$ cat src/design/egas_pkg.sv
// Shared widths, word types, stage types and helper functions of the action selector.
package egas_pkg;

    localparam int ACTION_COUNT = 4;
    localparam int VALUE_WIDTH  = 16;
    localparam int DRAW_WIDTH   = 16;
    localparam int EPS_WIDTH    = 17;
    localparam int ACT_WIDTH    = 2;
    localparam int CNT_WIDTH    = 3;
    localparam int DSUM_WIDTH   = 5;
    localparam logic [EPS_WIDTH-1:0] EPS_RESET = 17'd6554;

    localparam logic [CNT_WIDTH-1:0] CNT_ONE   = 3'd1;
    localparam logic [CNT_WIDTH-1:0] CNT_TWO   = 3'd2;
    localparam logic [CNT_WIDTH-1:0] CNT_THREE = 3'd3;
    localparam logic [CNT_WIDTH-1:0] CNT_FOUR  = 3'd4;

    typedef struct packed {
        logic signed [VALUE_WIDTH-1:0] q_value_0;
        logic signed [VALUE_WIDTH-1:0] q_value_1;
        logic signed [VALUE_WIDTH-1:0] q_value_2;
        logic signed [VALUE_WIDTH-1:0] q_value_3;
        logic [ACTION_COUNT-1:0]       available_mask;
        logic [DRAW_WIDTH-1:0]         explore_draw;
        logic [DRAW_WIDTH-1:0]         pick_draw;
    } t_in_word;

    typedef struct packed {
        logic [ACT_WIDTH-1:0] chosen_action;
        logic                 explored;
        logic                 no_action;
    } t_out_word;

    // first stage: values kept for the tie test, pairwise maxima, draw residue parts
    typedef struct packed {
        logic [ACTION_COUNT-1:0][VALUE_WIDTH-1:0] q;
        logic [ACTION_COUNT-1:0]                  mask;
        logic                                     explore;
        logic                                     none;
        logic [1:0][VALUE_WIDTH-1:0]              pair_max;
        logic [1:0]                               pair_ok;
        logic [1:0]                               pick_lo;
        logic [DSUM_WIDTH-1:0]                    dsum;
    } t_s1;

    // second stage: candidate set and index into it
    typedef struct packed {
        logic [ACTION_COUNT-1:0] cand;
        logic [ACT_WIDTH-1:0]    residue;
        logic                    explored;
        logic                    none;
    } t_s2;

    function automatic logic [CNT_WIDTH-1:0] bit_count(input logic [ACTION_COUNT-1:0] set);
        logic [CNT_WIDTH-1:0] c;
        c = '0;
        for (int i = 0; i < ACTION_COUNT; i++) begin
            c = c + CNT_WIDTH'(set[i]);
        end
        return c;
    endfunction

    // index of the n-th set bit, counting upward; zero for an empty set
    function automatic logic [ACT_WIDTH-1:0] nth_set(input logic [ACTION_COUNT-1:0] set,
                                                     input logic [ACT_WIDTH-1:0] n);
        logic [ACT_WIDTH-1:0] idx;
        logic [CNT_WIDTH-1:0] seen;
        idx  = '0;
        seen = '0;
        for (int i = 0; i < ACTION_COUNT; i++) begin
            if (set[i]) begin
                if (seen == CNT_WIDTH'(n)) begin
                    idx = ACT_WIDTH'(i);
                end
                seen = seen + CNT_WIDTH'(1);
            end
        end
        return idx;
    endfunction

    // 4 = 1 mod 3, so the base-4 digit sum keeps the residue mod 3
    function automatic logic [DSUM_WIDTH-1:0] digit_sum(input logic [DRAW_WIDTH-1:0] d);
        logic [DSUM_WIDTH-1:0] s;
        s = '0;
        for (int i = 0; i < DRAW_WIDTH / 2; i++) begin
            s = s + DSUM_WIDTH'(d[2*i +: 2]);
        end
        return s;
    endfunction

    function automatic logic [1:0] fold_mod3(input logic [DSUM_WIDTH-1:0] s);
        logic [2:0] t;
        t = 3'(s[1:0]) + 3'(s[3:2]) + 3'(s[4]);
        if (t >= 3'd6) begin
            t = t - 3'd6;
        end else if (t >= 3'd3) begin
            t = t - 3'd3;
        end
        return t[1:0];
    endfunction

endpackage

$ cat src/design/egas_front.sv
// First stage: explore decision, pairwise maxima over allowed values, draw digit sum.
module egas_front import egas_pkg::*; (
    input  logic                 i_clk,
    input  logic                 i_en,
    input  t_in_word             i_word,
    input  logic [EPS_WIDTH-1:0] i_epsilon,
    output t_s1                  o_s1
);

    t_s1 r_s1;
    t_s1 n_s1;

    always_comb begin
        logic signed [VALUE_WIDTH-1:0] a;
        logic signed [VALUE_WIDTH-1:0] b;
        n_s1      = '0;
        n_s1.q[0] = i_word.q_value_0;
        n_s1.q[1] = i_word.q_value_1;
        n_s1.q[2] = i_word.q_value_2;
        n_s1.q[3] = i_word.q_value_3;
        n_s1.mask = i_word.available_mask;
        n_s1.none = (i_word.available_mask == '0);
        n_s1.explore = !n_s1.none &&
                       ({1'b0, i_word.explore_draw} < i_epsilon);
        for (int p = 0; p < 2; p++) begin
            a = $signed(n_s1.q[2*p]);
            b = $signed(n_s1.q[2*p+1]);
            n_s1.pair_ok[p] = n_s1.mask[2*p] | n_s1.mask[2*p+1];
            if (n_s1.mask[2*p] && n_s1.mask[2*p+1]) begin
                n_s1.pair_max[p] = (b > a) ? b : a;
            end else if (n_s1.mask[2*p+1]) begin
                n_s1.pair_max[p] = b;
            end else begin
                n_s1.pair_max[p] = a;
            end
        end
        n_s1.pick_lo = i_word.pick_draw[1:0];
        n_s1.dsum    = digit_sum(i_word.pick_draw);
    end

    always_ff @(posedge i_clk) begin
        if (i_en) begin
            r_s1 <= n_s1;
        end
    end

    assign o_s1 = r_s1;

endmodule

$ cat src/design/egas_resolve.sv
// Second stage: overall maximum, tie set, candidate set and its pick index.
module egas_resolve import egas_pkg::*; (
    input  logic i_clk,
    input  logic i_en,
    input  t_s1  i_s1,
    output t_s2  o_s2
);

    t_s2 r_s2;
    t_s2 n_s2;

    always_comb begin
        logic signed [VALUE_WIDTH-1:0] best;
        logic signed [VALUE_WIDTH-1:0] lo;
        logic signed [VALUE_WIDTH-1:0] hi;
        logic [ACTION_COUNT-1:0]       ties;
        logic [CNT_WIDTH-1:0]          count;
        lo = $signed(i_s1.pair_max[0]);
        hi = $signed(i_s1.pair_max[1]);
        if (i_s1.pair_ok[0] && i_s1.pair_ok[1]) begin
            best = (hi > lo) ? hi : lo;
        end else if (i_s1.pair_ok[1]) begin
            best = hi;
        end else begin
            best = lo;
        end
        for (int i = 0; i < ACTION_COUNT; i++) begin
            ties[i] = i_s1.mask[i] && ($signed(i_s1.q[i]) == best);
        end
        n_s2          = '0;
        n_s2.cand     = i_s1.explore ? i_s1.mask : ties;
        n_s2.explored = i_s1.explore;
        n_s2.none     = i_s1.none;
        count         = bit_count(n_s2.cand);
        // pick draw modulo the candidate count
        unique case (count)
            CNT_ONE:   n_s2.residue = '0;
            CNT_TWO:   n_s2.residue = {1'b0, i_s1.pick_lo[0]};
            CNT_THREE: n_s2.residue = fold_mod3(i_s1.dsum);
            CNT_FOUR:  n_s2.residue = i_s1.pick_lo;
            default:   n_s2.residue = '0;
        endcase
    end

    always_ff @(posedge i_clk) begin
        if (i_en) begin
            r_s2 <= n_s2;
        end
    end

    assign o_s2 = r_s2;

endmodule

$ cat src/design/egas_pick.sv
// Third stage: n-th candidate lookup into the output word register.
module egas_pick import egas_pkg::*; (
    input  logic      i_clk,
    input  logic      i_en,
    input  t_s2       i_s2,
    output t_out_word o_word
);

    t_out_word r_word;
    t_out_word n_word;

    always_comb begin
        n_word.chosen_action = nth_set(i_s2.cand, i_s2.residue);
        n_word.explored      = i_s2.explored;
        n_word.no_action     = i_s2.none;
    end

    always_ff @(posedge i_clk) begin
        if (i_en) begin
            r_word <= n_word;
        end
    end

    assign o_word = r_word;

endmodule

$ cat src/design/epsilon_greedy_action_select_unit.sv
// Top level of the epsilon-greedy action selector: stage control and epsilon register.
//
//  channel  | signals                          | direction | word
//  ---------+----------------------------------+-----------+-----------
//  input    | i_in_valid, o_in_ready, i_in_word | in        | t_in_word
//  result   | o_out_valid, i_out_ready, o_out_word | out    | t_out_word
//  config   | i_cfg_we, i_cfg_wdata            | in        | epsilon
//
// One word per cycle sustained while the output is not stalled; the acceptance
// edge loads the front stage, and the word then passes through the resolve
// stage register into the output register (pick stage) before it is handed off.
// Each stage advances when it is empty or the stage after it advances, so
// bubbles collapse and a stalled output holds its word without loss.
// Synchronous active-low reset empties all stages and sets epsilon to 6554.
module epsilon_greedy_action_select_unit import egas_pkg::*; (
    input  logic                 i_clk,
    input  logic                 i_rst_n,
    input  logic                 i_in_valid,
    output logic                 o_in_ready,
    input  t_in_word             i_in_word,
    output logic                 o_out_valid,
    input  logic                 i_out_ready,
    output t_out_word            o_out_word,
    input  logic                 i_cfg_we,
    input  logic [EPS_WIDTH-1:0] i_cfg_wdata
);

    logic [EPS_WIDTH-1:0] r_epsilon;
    logic                 r_v1;
    logic                 r_v2;
    logic                 r_v3;

    logic en1;
    logic en2;
    logic en3;
    t_s1  s1;
    t_s2  s2;

    // advance chain from the output back to the input
    assign en3 = !r_v3 || i_out_ready;
    assign en2 = !r_v2 || en3;
    assign en1 = !r_v1 || en2;

    assign o_in_ready  = en1;
    assign o_out_valid = r_v3;

    always_ff @(posedge i_clk) begin
        if (!i_rst_n) begin
            r_epsilon <= EPS_RESET;
        end else if (i_cfg_we) begin
            r_epsilon <= i_cfg_wdata;
        end
    end

    // valid bits follow their words through the stages
    always_ff @(posedge i_clk) begin
        if (!i_rst_n) begin
            r_v1 <= 1'b0;
            r_v2 <= 1'b0;
            r_v3 <= 1'b0;
        end else begin
            if (en1) begin
                r_v1 <= i_in_valid;
            end
            if (en2) begin
                r_v2 <= r_v1;
            end
            if (en3) begin
                r_v3 <= r_v2;
            end
        end
    end

    egas_front u_front (
        .i_clk     (i_clk),
        .i_en      (en1),
        .i_word    (i_in_word),
        .i_epsilon (r_epsilon),
        .o_s1      (s1)
    );

    egas_resolve u_resolve (
        .i_clk (i_clk),
        .i_en  (en2),
        .i_s1  (s1),
        .o_s2  (s2)
    );

    egas_pick u_pick (
        .i_clk  (i_clk),
        .i_en   (en3),
        .i_s2   (s2),
        .o_word (o_out_word)
    );

endmodule
$ cat config.mk
export PLATFORM = sky130hd
export DESIGN_NAME = epsilon_greedy_action_select_unit
export DESIGN_NICKNAME = d
export VERILOG_FILES = /design/src/design/egas_pkg.sv /design/src/design/egas_front.sv /design/src/design/egas_resolve.sv /design/src/design/egas_pick.sv /design/src/design/epsilon_greedy_action_select_unit.sv
export SDC_FILE = /design/constraint.sdc
export NUM_CORES = 1
export LEC_CHECK = 0
export BUFFER_PORTS_ARGS = -buffer_cell sky130_fd_sc_hd__buf_2
export CORE_MARGIN = 2
export CORE_UTILIZATION = 44
export DETAILED_ROUTE_END_ITERATION = 12
export PLACE_DENSITY = 0.65
export SLEW_MARGIN = 15
export SYNTH_ARGS = -nofsm -noshare
export SYNTH_HDL_FRONTEND = slang
export SYNTH_SLANG_ARGS = --single-unit
export TNS_END_PERCENT = 1
$ cat constraint.sdc
create_clock -name i_clk -period 6.7 [get_ports i_clk]
set_input_delay 0 -clock i_clk [delete_from_list [all_inputs] [get_ports i_clk]]
set_output_delay 0 -clock i_clk [all_outputs]
set_load 0.005 [all_outputs]
# Word level (Yosys, flattened, before mapping)
# Index checks and enable logic that the tools add are counted.
[classes]
magnitude_cmp = 6
eq_ne = 10
n_bitwise = 2
muxes = 22
add_sub_neg = 16
n_reduce_logical = 16
[ops]
columns = ["cell", "count"]
rows = [
  ["two-way mux 16 bit", 9],
  ["equality test 16 bit", 4],
  ["> comparator 16 bit", 3],
  ["adder 5 x 2 -> 5 bit", 6],
  ["< comparator 16 x 17 -> 1 bit", 1],
  ["two-way mux 2 bit", 7],
  ["adder 3 x 1 -> 3 bit", 3],
  ["logical AND 1 bit", 8],
  ["adder 2 x 2 -> 3 bit", 2],
  ["equality test 3 x 2 -> 1 bit", 2],
  ["equality test 3 x 2 -> 1 bit (second input constant)", 2],
  ["two-way mux 3 bit", 2],
  ["one-hot mux 2 bit (3 select lines)", 1],
  ["logical NOT 1 bit", 4],
  ["logical NOT 4 bit", 1],
  ["two-way mux 4 bit", 1],
  ["subtractor 2 bit (second input constant)", 2],
  ["adder 3 x 1 -> 3 bit (second input constant)", 1],
  ["equality test 3 bit (second input constant)", 1],
  ["greater-or-equal comparator 3 x 2 -> 1 bit (second input constant)", 1],
  ["greater-or-equal comparator 3 bit (second input constant)", 1],
  ["logical OR 1 bit", 3],
  ["adder 1 x 1 -> 2 bit", 1],
  ["adder 1 x 1 -> 2 bit (second input constant)", 1],
  ["other kinds (3)", 5],
]
[word_totals]
reg_bits = 143
in_bits = 122
elab_cells = 95

# Longest topological paths before layout
[logic_depth]
ltp_word = 11
ltp_mapped = 19

# By module
# Synthesis repeated with hierarchy kept, for this count alone.
[hier_totals]
cells_unflattened = 775
hier_area_um2 = 9100.0
[modules_own_cells]
columns = ["mod", "area_each_um2", "instances", "cells_per_inst"]
rows = [
  ["egas_front", 5550.3, 1, 373],
  ["egas_resolve", 2524.9, 1, 311],
  ["epsilon_greedy_action_select_unit", 758.2, 1, 67],
  ["egas_pick", 266.5, 1, 24],
]

# Worst setup path before layout
# OpenSTA, ideal clock, no wires.
[synth_timing]
path_type = "register -> register"
start = "reg r_v3 (netlist: o_out_valid)"
end = "reg u_front.r_s1 (netlist bit u_front.o_s1[0]), enable pin"
arrival_ps = 3142
period_less_slack_ps = 4440
path_stages_with_launch = 3
path_slack_ps = 2260
required_time_ps = 5401
path_cell_list = "dfxtp_1 nor2b_1 nand3_1"
[synth_via]
elab_chain_len = 4
[synth_rtl]
columns = ["item", "line_no", "rtl"]
rows = [
  ["from (decl)", "epsilon_greedy_action_select_unit.sv:31", "logic r_v3;"],
  ["from (signal assigned)", "epsilon_greedy_action_select_unit.sv:69", "r_v3 <= r_v2;"],
  ["logical NOT 1 bit", "epsilon_greedy_action_select_unit.sv:40", "assign en3 = !r_v3 || i_out_ready;"],
  ["logical OR 1 bit", "epsilon_greedy_action_select_unit.sv:40", ""],
  ["logical OR 1 bit", "epsilon_greedy_action_select_unit.sv:41", "assign en2 = !r_v2 || en3;"],
  ["logical OR 1 bit", "epsilon_greedy_action_select_unit.sv:42", "assign en1 = !r_v1 || en2;"],
  ["net o_in_ready", "epsilon_greedy_action_select_unit.sv:19", "output logic o_in_ready,"],
  ["to (signal assigned)", "egas_front.sv:43", "r_s1 <= n_s1;"],
  ["to (decl)", "egas_front.sv:10", "t_s1 r_s1;"],
]
# The timed path passes the listed nets, and every way through them passes these cells.
# A chain may end at the register's enable or synchronous reset.

==> impl_metrics.toml <==
[outcome]
outcome = "finished clean"

[synth]
synth_ff_type = "edfxtp_1"
ys_seq_area_share_pct = 46.8
avgSynthCellArea_um2 = 11.4
synth_top_area_share_pct = 42.3
netlist_area_um2 = 8740
syn_nets = 976
async_flop_share_pct = 0
yosysTopAreaCell = "edfxtp_1"
ys_warn_count = 0
synth_edf_count = 123
yosysUniqueCellTypes = 56
syn_inst = 767
ys_ff_latch = 143
synthTopCellsByArea = "edfxtp_1 (42%), ha_1 (10%), inv_1 (5.1%), dfxtp_1 (4.6%), xor2_1 (4.0%)"

[global_route]
grt_remaining_overflow = 0
grt_usage_pct = 24.6
grt_pass1_wl_um = 39300
grt_pass1_vias = 7010
antenna_found_initial = 0
grt_max_degree = 65

[clocking]
cts_buffers = 17
clk_transition_reported_paths_ns = 0.06
clk_path_buf_depth = 2
htreeDepth = 4
cts-root-buf = "clkbuf_16"
clock_latency_ns = 0.43
holdBufCountCts = 99
post_cts_buffers = 0
cts.sink_count = 143
cts_tree = "yes"
postCtsResizedCells = 0

[power]
p_clk_share_pct = 35.4
sequentialPowerShare_pct = 39.8
power_leakage_nw = 5.01
p_sw_mw = 0.841
power_frac_comb_pct = 24.8
vdd_drop_max_v = 0.000192
cellPowerDensity_nw_per_um2 = 259
swShare_pct = 28.7
p_int_mw = 2.08

[setup_path]
regToRegSetupSlack_ns = 1.47
critPathMaxFanout = 18
start_kind = "flop"
cp.arrival_ns = 5.48
cp_data_required_time_ns = 6.95
end_kind = "flop"
worst-setup-path-type = "reg -> reg"

[timing]
fin_ws_ns = 1.47
rsz0062_at_grt = "false"
max-slew-margin-rel_pct = 32.3
setup_viol = 0
fin_crit_sh_pct = 78.1
hold_violations = 0
slew_viol_final = 0
clock_skew_ns = 0.00613
period_needed_ns = 5.23
max_clock_freq_ghz = 0.191
fin_setup_tns_ns = 0
worst_pin_slew_ns = 1.01

[route]
vias = 6758
drc = 0
ant_nets = 0
drt_iter0_markers = 460
wl_um = 25200
wl_per_cell_um = 19.8
vias_per_cell = 5.30
dr.pass1.iters = 5

[floorplan]
core_area_um2 = 19500
dieArea_um2 = 21000
initial_utilization_pct = 44.9
ios = 128
die_w_um = 145
die_y_um = 145
row_count = 51

[layout]
syn2layout_area_growth_pct = 29.1
layout_commonest_cell = "buf_2"
nNetsFinal = 1206
layout.cells.most_common_list = "buf_2 (127), edfxtp_1 (123), inv_1 (118)"
antenna_cells = 0
drive_gt1_share_pct = 19.6
fillCellCount = 1585

[place]
dp.final_hpwl_um = 19300
routabilityCongestion = 1.01
place_ws_ns = 1.57
io_buffers = 127

[job]
cap_violations = 0

[hold_path]
hold_path.class = "in -> reg"
-- flip-flops by register name, indices dropped and copies added, names as in the netlist --
name / flops
u_front.o_s1: 111
o_out_valid: 1
r_v2: 1
r_epsilon: 17
r_v1: 1
u_resolve.o_s2: 8
u_pick.o_word: 4
-- path summary, 6_finish.rpt --
check / depth (start not counted) / from / to
max: 17 / u_front.o_s1[10]$_DFFE_PP_ / u_resolve.o_s2[3]$_DFFE_PP_
min reg2reg: 0 / u_resolve.o_s2[0]$_DFFE_PP_ / u_pick.o_word[0]$_DFFE_PP_
min: 2 / i_rst_n / r_v1$_SDFFE_PN0P_
max reg2reg: 17 / u_front.o_s1[10]$_DFFE_PP_ / u_resolve.o_s2[3]$_DFFE_PP_
-- area by class of cell --
| class | instances | area (µm²) | share of cell area (%) |
|---|---|---|---|
| flip-flops and latches | 143 | 4090 | 36.3 |
| repair buffers | 228 | 1640 | 14.6 |
| well taps | 265 | 332 | 2.94 |
| clock buffers | 18 | 429 | 3.80 |
| clock inverters | 14 | 214 | 1.90 |
| multi-input cells | 489 | 4130 | 36.6 |
| inverters | 118 | 443 | 3.93 |
-- metrics by stage --
stage               hold WS (ns)  power (mW)  instances  utilization, %  area (µm²)
global route              0.0237        3.08       1275            58.0       11300
CTS                      0.00460        2.94       1275            58.0       11300
finish                    0.0130        2.92       1275            58.0       11300
global placement           0.209        1.84       1144            49.6        9650
detailed placement         0.206        1.85       1144            49.6        9650
floorplan                 0.0989        1.63        767               -        8740
-- metal layers --
metal  vias to the layer above  share of wire, %  global-route usage [%]
met4                         0               4.0                    11.4
li1                       3216                 -                       -
met1                      3221                44                    33.4
met5                         -                 0                       0
met3                        66               5.2                    3.84
met2                       255                47                    39.0
-- critical path: stages (launching register included) --
cell      delay (ns)
edfxtp_1        0.53
inv_1           0.12
ha_1            0.31
nor2b_1         0.14
o211ai_1        0.09
and4b_1         0.20
or4b_1          0.50
nand3_1         0.77
mux2i_1         0.40
nor2_1          0.08
a221oi_1        0.25
a32o_1          0.26
ha_1            0.25
fa_1            0.37
ha_1            0.30
nor3b_1         0.28
nand2_1         0.11
o31ai_1         0.08
-- power by group through the flow --
stage | registers [mW] | clock network (mW) | logic, mW
5_1_grt | 1.17 | 1.09 | 0.822
3_5_place_dp | 1.18 | 0 | 0.673
4_1_cts | 1.16 | 1.05 | 0.725
6_report | 1.16 | 1.04 | 0.725
3_3_place_gp | 1.18 | 0 | 0.665
2_1_floorplan | 1.14 | 0 | 0.494
-- cells in the mapped netlist (5+ instances only) --
master and number:
a211oi_1 7, a21o_1 10, a21oi_1 23, a221oi_1 5
clkbuf_1 12, dfxtp_1 20, edfxtp_1 123, fa_1 14
ha_1 73, inv_1 118, mux2_2 23, mux2_4 10
mux2i_1 22, nand2_1 37, nand2b_1 5, nand3_1 11
nand4_1 17, nor2_1 23, nor2b_1 21, nor4_1 12
o211ai_1 12, o21a_1 6, o21ai_0 18, o22ai_1 15
o2bb2ai_1 9, xnor2_1 28, xor2_1 40
-- kinds of logic (layout without fill, tap and decap cells) --
kind of cell	after synthesis	after routing	share of synthesized area [%]
buf+inv	135	378	6.07
simple gates	143	143	8.48
fa+ha+maj	87	87	13.7
mux	55	55	7.20
flops	143	143	46.8
compound gates	136	136	10.9
xor+xnor	68	68	6.81
Note: power is estimated with default switching activity, not from simulation.
